===== config.mk =====
export PLATFORM = sky130hd
export DESIGN_NAME = point_polyline_min_distance
export DESIGN_NICKNAME = d
export VERILOG_FILES = /design/src/rtl/ppmd_pkg.sv /design/src/rtl/ppmd_front.sv /design/src/rtl/ppmd_fifo.sv /design/src/rtl/ppmd_back.sv /design/src/rtl/point_polyline_min_distance.sv
export SDC_FILE = /design/constraint.sdc
export NUM_CORES = 2
export LEC_CHECK = 0
export BUFFER_PORTS_ARGS = -buffer_cell sky130_fd_sc_hd__buf_2
export CORE_ASPECT_RATIO = 0.75
export CORE_MARGIN = 10
export CORE_UTILIZATION = 34
export DETAILED_ROUTE_END_ITERATION = 12
export PLACE_DENSITY_LB_ADDON = 0.3
export SYNTH_ARGS = -nofsm -noshare
export SYNTH_HDL_FRONTEND = slang
export SYNTH_HIERARCHICAL = 1
export SYNTH_SLANG_ARGS = --single-unit

===== constraint.sdc =====
create_clock -name clk -period 19.78 [get_ports clk]
set_clock_uncertainty 0.2 [all_clocks]
set_input_delay 3.956 -clock clk [delete_from_list [all_inputs] [get_ports clk]]
set_output_delay 3.956 -clock clk [all_outputs]
set_load 0.02 [all_outputs]

===== src/rtl/ppmd_pkg.sv =====
// Shared constants for the point to polyline minimum distance block.
package ppmd_pkg;

    // Default coordinate width and fraction bits of the signed inputs
    localparam int COORD_WIDTH_DEF = 16;
    localparam int FRAC_BITS_DEF   = 8;

    // Default depth of the queue between front and back
    localparam int QUEUE_DEPTH_DEF = 4;

    // Fraction bits of the projection parameter t (unsigned Q1.16, 1.0 = 2^16)
    localparam int T_BITS = 16;

    // Width of the squared distance and of the emitted distance
    localparam int SQ_WIDTH   = 32;
    localparam int DIST_WIDTH = 16;

endpackage


===== src/rtl/ppmd_front.sv =====
// Front end: takes input beats and forms the segment and point difference vectors.
module ppmd_front #(
    parameter int COORD_WIDTH = ppmd_pkg::COORD_WIDTH_DEF,
    parameter int ENTRY_WIDTH = 4 * (COORD_WIDTH + 1) + 1
) (
    input  logic                          push,
    input  logic                          queue_full,
    input  logic signed [COORD_WIDTH-1:0] point_x,
    input  logic signed [COORD_WIDTH-1:0] point_z,
    input  logic signed [COORD_WIDTH-1:0] seg_start_x,
    input  logic signed [COORD_WIDTH-1:0] seg_start_z,
    input  logic signed [COORD_WIDTH-1:0] seg_end_x,
    input  logic signed [COORD_WIDTH-1:0] seg_end_z,
    input  logic                          last_segment,
    output logic                          wr_en,
    output logic [ENTRY_WIDTH-1:0]        wr_data
);

    localparam int DW = COORD_WIDTH + 1;

    logic signed [DW-1:0] vx;
    logic signed [DW-1:0] vz;
    logic signed [DW-1:0] wx;
    logic signed [DW-1:0] wz;

    // Form exact differences: v = end - start, w = point - start
    always_comb
    begin
        vx = DW'(seg_end_x) - DW'(seg_start_x);
        vz = DW'(seg_end_z) - DW'(seg_start_z);
        wx = DW'(point_x) - DW'(seg_start_x);
        wz = DW'(point_z) - DW'(seg_start_z);
    end

    // Hand the beat to the queue when there is room
    assign wr_en   = push && !queue_full;
    assign wr_data = {last_segment, wz, wx, vz, vx};

endmodule


===== src/rtl/ppmd_fifo.sv =====
// Small queue between the front and back ends, with registered read data.
module ppmd_fifo #(
    parameter int WIDTH = 69,
    parameter int DEPTH = ppmd_pkg::QUEUE_DEPTH_DEF
) (
    input  logic             clk,
    input  logic             rst_n,
    input  logic             wr_en,
    input  logic [WIDTH-1:0] wr_data,
    input  logic             rd_en,
    output logic [WIDTH-1:0] rd_data,
    output logic             full,
    output logic             empty
);

    localparam int AW = (DEPTH > 1) ? $clog2(DEPTH) : 1;
    localparam int CW = $clog2(DEPTH + 1);

    logic [WIDTH-1:0] mem [DEPTH];
    logic [AW-1:0]    wr_ptr_reg;
    logic [AW-1:0]    rd_ptr_reg;
    logic [CW-1:0]    count_reg;
    logic [WIDTH-1:0] rd_data_reg;
    logic             do_wr;
    logic             do_rd;

    assign full    = (count_reg == CW'(DEPTH));
    assign empty   = (count_reg == '0);
    assign do_wr   = wr_en && !full;
    assign do_rd   = rd_en && !empty;
    assign rd_data = rd_data_reg;

    // Write the storage
    always_ff @(posedge clk)
    begin
        if (do_wr)
        begin
            mem[wr_ptr_reg] <= wr_data;
        end
    end

    // Read the oldest entry into the output register
    always_ff @(posedge clk)
    begin
        if (do_rd)
        begin
            rd_data_reg <= mem[rd_ptr_reg];
        end
    end

    // Advance pointers and the fill count
    always_ff @(posedge clk or negedge rst_n)
    begin
        if (!rst_n)
        begin
            wr_ptr_reg <= '0;
            rd_ptr_reg <= '0;
            count_reg  <= '0;
        end
        else
        begin
            if (do_wr)
            begin
                wr_ptr_reg <= (wr_ptr_reg == AW'(DEPTH - 1)) ? '0 : wr_ptr_reg + 1'b1;
            end
            if (do_rd)
            begin
                rd_ptr_reg <= (rd_ptr_reg == AW'(DEPTH - 1)) ? '0 : rd_ptr_reg + 1'b1;
            end
            if (do_wr && !do_rd)
            begin
                count_reg <= count_reg + 1'b1;
            end
            else if (do_rd && !do_wr)
            begin
                count_reg <= count_reg - 1'b1;
            end
        end
    end

endmodule


===== src/rtl/ppmd_back.sv =====
// Back end: projection, division, running minimum and square root sequencer.
module ppmd_back #(
    parameter int COORD_WIDTH = ppmd_pkg::COORD_WIDTH_DEF,
    parameter int FRAC_BITS   = ppmd_pkg::FRAC_BITS_DEF,
    parameter int ENTRY_WIDTH = 4 * (COORD_WIDTH + 1) + 1
) (
    input  logic                                 clk,
    input  logic                                 rst_n,
    input  logic                                 queue_empty,
    output logic                                 rd_en,
    input  logic [ENTRY_WIDTH-1:0]               rd_data,
    output logic                                 empty,
    input  logic                                 pop,
    output logic [ppmd_pkg::DIST_WIDTH-1:0]      min_distance
);

    localparam int DW   = COORD_WIDTH + 1;
    localparam int DXW  = COORD_WIDTH + 3;
    localparam int TW   = ppmd_pkg::T_BITS + 1;
    localparam int MW   = (DXW > TW + 1) ? DXW : TW + 1;
    localparam int PW   = 2 * MW;
    localparam int SW   = PW + 1;
    localparam int SQW  = ppmd_pkg::SQ_WIDTH;
    localparam int CNTW = $clog2(ppmd_pkg::T_BITS);
    localparam logic [SW-1:0] EPS =
        SW'((64'd1 << (2 * FRAC_BITS)) / 64'd10000);
    localparam logic signed [PW-1:0] HALF = PW'(1) << (ppmd_pkg::T_BITS - 1);

    typedef enum logic [13:0] {
        ST_IDLE   = 14'b00000000000001,
        ST_LOAD   = 14'b00000000000010,
        ST_LEN_A  = 14'b00000000000100,
        ST_LEN_B  = 14'b00000000001000,
        ST_DOT_A  = 14'b00000000010000,
        ST_DOT_B  = 14'b00000000100000,
        ST_CLASS  = 14'b00000001000000,
        ST_DIVIDE = 14'b00000010000000,
        ST_PROJ_X = 14'b00000100000000,
        ST_PROJ_Z = 14'b00001000000000,
        ST_SQ_A   = 14'b00010000000000,
        ST_SQ_B   = 14'b00100000000000,
        ST_ROOT   = 14'b01000000000000,
        ST_EMIT   = 14'b10000000000000
    } state_t;

    state_t                  state_reg, state_next;
    logic signed [DW-1:0]    vx_reg, vz_reg, wx_reg, wz_reg;
    logic                    last_reg;
    logic signed [SW-1:0]    acc_reg;
    logic [SW-1:0]           len_reg;
    logic signed [SW-1:0]    dot_reg;
    logic [SW-1:0]           rem_reg;
    logic [TW-1:0]           t_reg;
    logic signed [DXW-1:0]   dx_reg, dz_reg;
    logic [SQW-1:0]          best_reg;
    logic [SQW-1:0]          root_v_reg, root_reg, root_bit_reg;
    logic [CNTW-1:0]         cnt_reg;
    logic                    out_valid_reg;
    logic [ppmd_pkg::DIST_WIDTH-1:0] out_reg;

    logic signed [MW-1:0]    op_a, op_b;
    logic signed [PW-1:0]    prod;
    logic signed [PW-1:0]    rnd;
    logic signed [DXW-1:0]   proj_diff;
    logic signed [SW-1:0]    sq_sum;
    logic [SQW-1:0]          sq_sat;
    logic [SQW-1:0]          best_new;
    logic [SW-1:0]           rem_shift;
    logic                    div_bit;
    logic [SQW:0]            root_try;
    logic                    root_fit;
    logic                    out_free;
    logic                    cnt_done;

    assign out_free     = !out_valid_reg || pop;
    assign empty        = !out_valid_reg;
    assign min_distance = out_reg;
    assign rd_en        = (state_reg == ST_IDLE) && !queue_empty;
    assign cnt_done     = (cnt_reg == CNTW'(ppmd_pkg::T_BITS - 1));

    // Select the operands of the shared multiplier
    always_comb
    begin
        case (state_reg)
            ST_LEN_A:  begin op_a = MW'(vx_reg); op_b = MW'(vx_reg); end
            ST_LEN_B:  begin op_a = MW'(vz_reg); op_b = MW'(vz_reg); end
            ST_DOT_A:  begin op_a = MW'(wx_reg); op_b = MW'(vx_reg); end
            ST_DOT_B:  begin op_a = MW'(wz_reg); op_b = MW'(vz_reg); end
            ST_PROJ_X: begin op_a = MW'(vx_reg); op_b = MW'(signed'({1'b0, t_reg})); end
            ST_PROJ_Z: begin op_a = MW'(vz_reg); op_b = MW'(signed'({1'b0, t_reg})); end
            ST_SQ_A:   begin op_a = MW'(dx_reg); op_b = MW'(dx_reg); end
            ST_SQ_B:   begin op_a = MW'(dz_reg); op_b = MW'(dz_reg); end
            default:   begin op_a = '0; op_b = '0; end
        endcase
    end

    assign prod = op_a * op_b;

    // Round the scaled projection half up and subtract it from w
    always_comb
    begin
        rnd = (prod + HALF) >>> ppmd_pkg::T_BITS;
        if (state_reg == ST_PROJ_X)
        begin
            proj_diff = DXW'(PW'(wx_reg) - rnd);
        end
        else
        begin
            proj_diff = DXW'(PW'(wz_reg) - rnd);
        end
    end

    // Sum the squared distance, saturate and fold into the minimum
    always_comb
    begin
        sq_sum   = acc_reg + SW'(prod);
        sq_sat   = (|sq_sum[SW-1:SQW]) ? '1 : sq_sum[SQW-1:0];
        best_new = (sq_sat < best_reg) ? sq_sat : best_reg;
    end

    // One restoring division step and one square root step
    always_comb
    begin
        rem_shift = rem_reg << 1;
        div_bit   = (rem_shift >= len_reg);
        root_try  = {1'b0, root_reg} + {1'b0, root_bit_reg};
        root_fit  = ({1'b0, root_v_reg} >= root_try);
    end

    // Step the sequencer
    always_comb
    begin
        state_next = state_reg;
        case (state_reg)
            ST_IDLE:   if (!queue_empty) state_next = ST_LOAD;
            ST_LOAD:   state_next = ST_LEN_A;
            ST_LEN_A:  state_next = ST_LEN_B;
            ST_LEN_B:  state_next = ST_DOT_A;
            ST_DOT_A:  state_next = ST_DOT_B;
            ST_DOT_B:  state_next = ST_CLASS;
            ST_CLASS:
            begin
                if (len_reg <= EPS || dot_reg <= 0 || dot_reg >= signed'(len_reg))
                begin
                    state_next = ST_PROJ_X;
                end
                else
                begin
                    state_next = ST_DIVIDE;
                end
            end
            ST_DIVIDE: if (cnt_done) state_next = ST_PROJ_X;
            ST_PROJ_X: state_next = ST_PROJ_Z;
            ST_PROJ_Z: state_next = ST_SQ_A;
            ST_SQ_A:   state_next = ST_SQ_B;
            ST_SQ_B:   state_next = last_reg ? ST_ROOT : ST_IDLE;
            ST_ROOT:   if (cnt_done) state_next = ST_EMIT;
            ST_EMIT:   if (out_free) state_next = ST_IDLE;
            default:   state_next = ST_IDLE;
        endcase
    end

    // Hold control state
    always_ff @(posedge clk or negedge rst_n)
    begin
        if (!rst_n)
        begin
            state_reg     <= ST_IDLE;
            best_reg      <= '1;
            out_valid_reg <= 1'b0;
            cnt_reg       <= '0;
        end
        else
        begin
            state_reg <= state_next;
            if (state_reg == ST_EMIT && out_free)
            begin
                out_valid_reg <= 1'b1;
            end
            else if (pop)
            begin
                out_valid_reg <= 1'b0;
            end
            if (state_reg == ST_SQ_B)
            begin
                best_reg <= last_reg ? '1 : best_new;
            end
            if (state_reg == ST_DIVIDE || state_reg == ST_ROOT)
            begin
                cnt_reg <= cnt_done ? '0 : cnt_reg + 1'b1;
            end
        end
    end

    // Advance the datapath registers
    always_ff @(posedge clk)
    begin
        case (state_reg)
            ST_LOAD:
            begin
                {last_reg, wz_reg, wx_reg, vz_reg, vx_reg} <= rd_data;
            end
            ST_LEN_A:  acc_reg <= SW'(prod);
            ST_LEN_B:  len_reg <= sq_sum;
            ST_DOT_A:  acc_reg <= SW'(prod);
            ST_DOT_B:  dot_reg <= sq_sum;
            ST_CLASS:
            begin
                rem_reg <= dot_reg;
                if (len_reg <= EPS || dot_reg <= 0)
                begin
                    t_reg <= '0;
                end
                else if (dot_reg >= signed'(len_reg))
                begin
                    t_reg <= TW'(1) << ppmd_pkg::T_BITS;
                end
                else
                begin
                    t_reg <= '0;
                end
            end
            ST_DIVIDE:
            begin
                rem_reg <= div_bit ? rem_shift - len_reg : rem_shift;
                t_reg   <= {t_reg[TW-2:0], div_bit};
            end
            ST_PROJ_X: dx_reg <= proj_diff;
            ST_PROJ_Z: dz_reg <= proj_diff;
            ST_SQ_A:   acc_reg <= SW'(prod);
            ST_SQ_B:
            begin
                root_v_reg   <= best_new;
                root_reg     <= '0;
                root_bit_reg <= SQW'(1) << (SQW - 2);
            end
            ST_ROOT:
            begin
                if (root_fit)
                begin
                    root_v_reg <= SQW'({1'b0, root_v_reg} - root_try);
                    root_reg   <= (root_reg >> 1) + root_bit_reg;
                end
                else
                begin
                    root_reg <= root_reg >> 1;
                end
                root_bit_reg <= root_bit_reg >> 2;
            end
            ST_EMIT:
            begin
                if (out_free)
                begin
                    out_reg <= root_reg[ppmd_pkg::DIST_WIDTH-1:0];
                end
            end
            default:
            begin
            end
        endcase
    end

endmodule


===== src/rtl/point_polyline_min_distance.sv =====
// Top level of the point to polyline minimum distance block.
// Each pushed beat carries a query point and one segment; the block keeps the
// smallest squared distance over a run of segments and, on the beat marked
// last_segment, offers the floor of its square root (unsigned Q8.8, saturated)
// as one result beat. The back-end sequencer works on one segment at a time with
// its single shared multiplier and a restoring divider for the projection
// parameter (skipped when no division is needed); the last segment adds a
// bit-serial square root and the hand-off to the output register. A small
// queue lets several beats be pushed while the sequencer works, and a finished
// result waits in an output register without stopping the next segment.
module point_polyline_min_distance #(
    parameter int COORD_WIDTH = ppmd_pkg::COORD_WIDTH_DEF,
    parameter int FRAC_BITS   = ppmd_pkg::FRAC_BITS_DEF,
    parameter int QUEUE_DEPTH = ppmd_pkg::QUEUE_DEPTH_DEF
) (
    input  logic                               clk,
    input  logic                               rst_n,
    input  logic                               push,
    output logic                               full,
    input  logic signed [COORD_WIDTH-1:0]      point_x,
    input  logic signed [COORD_WIDTH-1:0]      point_z,
    input  logic signed [COORD_WIDTH-1:0]      seg_start_x,
    input  logic signed [COORD_WIDTH-1:0]      seg_start_z,
    input  logic signed [COORD_WIDTH-1:0]      seg_end_x,
    input  logic signed [COORD_WIDTH-1:0]      seg_end_z,
    input  logic                               last_segment,
    output logic                               empty,
    input  logic                               pop,
    output logic [ppmd_pkg::DIST_WIDTH-1:0]    min_distance
);

    localparam int EW = 4 * (COORD_WIDTH + 1) + 1;

    logic          wr_en;
    logic [EW-1:0] wr_data;
    logic          rd_en;
    logic [EW-1:0] rd_data;
    logic          queue_empty;

    ppmd_front #(
        .COORD_WIDTH (COORD_WIDTH),
        .ENTRY_WIDTH (EW)
    ) u_front (
        .push         (push),
        .queue_full   (full),
        .point_x      (point_x),
        .point_z      (point_z),
        .seg_start_x  (seg_start_x),
        .seg_start_z  (seg_start_z),
        .seg_end_x    (seg_end_x),
        .seg_end_z    (seg_end_z),
        .last_segment (last_segment),
        .wr_en        (wr_en),
        .wr_data      (wr_data)
    );

    ppmd_fifo #(
        .WIDTH (EW),
        .DEPTH (QUEUE_DEPTH)
    ) u_fifo (
        .clk     (clk),
        .rst_n   (rst_n),
        .wr_en   (wr_en),
        .wr_data (wr_data),
        .rd_en   (rd_en),
        .rd_data (rd_data),
        .full    (full),
        .empty   (queue_empty)
    );

    ppmd_back #(
        .COORD_WIDTH (COORD_WIDTH),
        .FRAC_BITS   (FRAC_BITS),
        .ENTRY_WIDTH (EW)
    ) u_back (
        .clk          (clk),
        .rst_n        (rst_n),
        .queue_empty  (queue_empty),
        .rd_en        (rd_en),
        .rd_data      (rd_data),
        .empty        (empty),
        .pop          (pop),
        .min_distance (min_distance)
    );

endmodule


==> results.json <==
{
  "drt_iter0_drc": 3894,
  "synth_top_family_by_area": "adder cells",
  "rsz0062_at_grt": "no",
  "synth_edf_count": 719,
  "max_stage_delay_ns": 1.03,
  "syn-instance-count": 5026,
  "ant_nets": 0,
  "status": "completed",
  "syn_area_per_cell_um2": 11.22,
  "num_vias": 39055,
  "numPortBuffers": 118,
  "synthMuxAreaShare_pct": 3.427,
  "min_path_type": "reg -> reg",
  "cts_tree": "built",
  "critPathLaunchType": "register",
  "ir_drop_mv": 0.08253,
  "yosysWarningCount": 6,
  "post-route-min-period_ns": 18.18,
  "max_cap_viol_count": 0,
  "grt_pass1_wl_mm": 239.9,
  "syn_area_um2": 56380,
  "post_dp_cell_area_um2": 59540,
  "core_area_um2": 164800,
  "htreeDepth": 3,
  "wire_per_inst_um": 21.00,
  "synthAdderAreaFrac_pct": 22.70,
  "synth.top_cell.area_share_pct": 38.30,
  "drive_above_1_share_pct": 9.888,
  "worst_pin_slew_ns": 1.328,
  "nNetsFinal": 6024,
  "postLayoutCoreUtil_pct": 37.72,
  "fin_crit_sh_pct": 91.92,
  "cts_root_buf": "clkbuf_16",
  "finalSetupTns_ns": 0,
  "grt_max_degree": 70,
  "postCtsHoldBufs": 0,
  "io_pins": 119,
  "first_pass_iters": 10,
  "clk_latency_ns": 0.68,
  "critPathMaxFanout": 31,
  "grt_overflow": 0,
  "ys_seq_area_share_pct": 40.94,
  "synth_area_leaders": "edfxtp_1, fa_1, ha_1",
  "whs_ns": 0.2086,
  "largest_register_ffs": 276,
  "max_freq_mhz": 55.00,
  "ys_ff_latch": 777,
  "synthArstFlopShare_pct": 7.465,
  "area_delta_synth_final_pct": 10.25,
  "p_leak_nw": 25.97,
  "setup_violations": 0,
  "die_w_um": 490.2,
  "final_max_slew_viol_count": 0,
  "cp-end-kind": "register",
  "dieArea_um2": 182700,
  "row_count": 129,
  "drt_wl_total_mm": 155.7,
  "grt.total_usage_pct": 16.55,
  "synth_nets": 5923,
  "yosys.area_share.simple_pct": 11.07,
  "ys.flop_type": "edfxtp_1",
  "post-route-cell-area_um2": 62160,
  "path_clk_slew_ns": 0.06,
  "synth_compound_area_share_pct": 12.42,
  "drc": 0,
  "cts.sinks": 777,
  "vias_per_cell": 5.267,
  "crit_required_ns": 20.19,
  "p_per_area_nw_per_um2": 92.22,
  "n_antenna_cell": 0,
  "crit_arrival_ns": 18.59,
  "cp_slowest_cell": "o21a_1",
  "cts-buffers-inserted": 79,
  "place.gp.congestion": 0.9316,
  "yosysUniqueCellTypes": 108,
  "synth_top_area_cell": "edfxtp_1",
  "antenna_found_initial": 9,
  "die_h_um": 372.7,
  "fillerInstances": 16040,
  "cts_resized": 0,
  "path_common_cell": "fa_1",
  "post_cts_buffers": 0,
  "max_slew_margin_pct": 10.69,
  "dp_hpwl_mm": 120.5,
  "clock_path_buffers": 3,
  "crit_type": "reg -> reg",
  "grt_pass1_vias": 38629,
  "finalHoldViolations": 0,
  "synthXorXnorAreaFrac_pct": 3.910,
  "start_util_pct": 34.21
}
kinds of logic after synthesis:
logic type	count (synthesis)
AO/OA/AOI/OAI	1001
XOR/XNOR	250
adder cells (fa/ha/maj)	796
buffers and inverters	787
flip-flops	777
multiplexers	103
AND/OR/NAND/NOR	1312
path summary, 6_finish.rpt:
| check | from | slack (ns) | cells past startpoint | end |
|---|---|---|---|---|
| setup / recovery | u_back/state_reg[1] | 1.60 | 54 | u_back/best_reg[27] |
| hold / removal | u_fifo/rd_data[33] | 0.21 | 0 | u_back/vz_reg[16] |
| setup reg to reg | u_back/state_reg[1] | 1.60 | 54 | u_back/best_reg[27] |
| hold reg to reg | u_fifo/rd_data[33] | 0.21 | 0 | u_back/vz_reg[16] |
| max in group asynchronous | rst_n | 15.56 | 2 | u_fifo/rd_ptr_reg[0] |
| min in group asynchronous | rst_n | 3.22 | 2 | u_back/out_valid_reg |
stage by stage:
step | cells | worst slack (ns) | total power [mW]
3_3_place_gp | 7272 | 2.118 | 4.192
4_1_cts | 7415 | 1.853 | 5.774
5_1_grt | 7415 | 0.2959 | 6.027
3_5_place_dp | 7273 | 1.928 | 4.218
6_report | 7415 | 1.599 | 5.732
2_1_floorplan | 5026 | 4.546 | 3.577
area by class of cell:
cell class                 instances  area [um2]  area share, %
sequential                       777       23090          37.14
clock buffer                      94        2063          3.319
timing repair buffer             178        1039          1.671
inverter                         629        2361          3.798
multi-input combinational       3462       30270          48.70
tap                             2227        2786          4.483
clock inverter                    48       551.8         0.8877
cells in the mapped netlist, drive strengths merged, types with 98 or more instances:
cell type  instances
nand2            453
nor2             334
xnor2            151
clkbuf           108
xor2              98
fa               378
a21o             126
o21ai            168
a21oi            227
ha               418
inv              629
edfxtp           719
where the power goes:
part | switching (mW) | total [mW] | internal (mW)
logic | 1.16 | 1.79 | 0.628
registers | 0.146 | 2.41 | 2.26
clock network | 0.667 | 1.54 | 0.871
total | 1.97 | 5.73 | 3.76
critical path, delay by kind of cell (launching register included):
family,cells,cell delay [ns]
AO/OA/AOI/OAI,21,5.63
XOR/XNOR,2,0.46
adder cells (fa/ha/maj),10,4.99
buffers and inverters,5,0.75
flip-flops,1,0.46
AND/OR/NAND/NOR,16,5.55
per-layer routing:
metal  up-vias  track usage (%)  share of wire [%]  wire length, um
li1      18062                -                  -                -
met1     19448            25.54                 48            75320
met2      1394            23.28                 41            63250
met3       151            3.987                9.0            14080
met4         0            3.260                2.0             3049
met5         -                0                  0                0
cell usage in the layout (no fill, tap or decap), types with 79 or more instances in the layout:
| cell | Yosys | final |
|---|---|---|
| edfxtp_1 | 719 | 719 |
| ha_1 | 418 | 418 |
| xnor2_1 | 151 | 151 |
| xor2_1 | 98 | 98 |
| inv_1 | 629 | 627 |
| nor2_1 | 332 | 330 |
| fa_1 | 378 | 378 |
| buf_2 | 26 | 119 |
| clkbuf_16 | 0 | 79 |
| a21o_1 | 126 | 126 |
| o21ai_0 | 158 | 157 |
| a21oi_1 | 224 | 224 |
| nand2_1 | 451 | 450 |
Note: power is estimated with default switching activity, not from simulation.
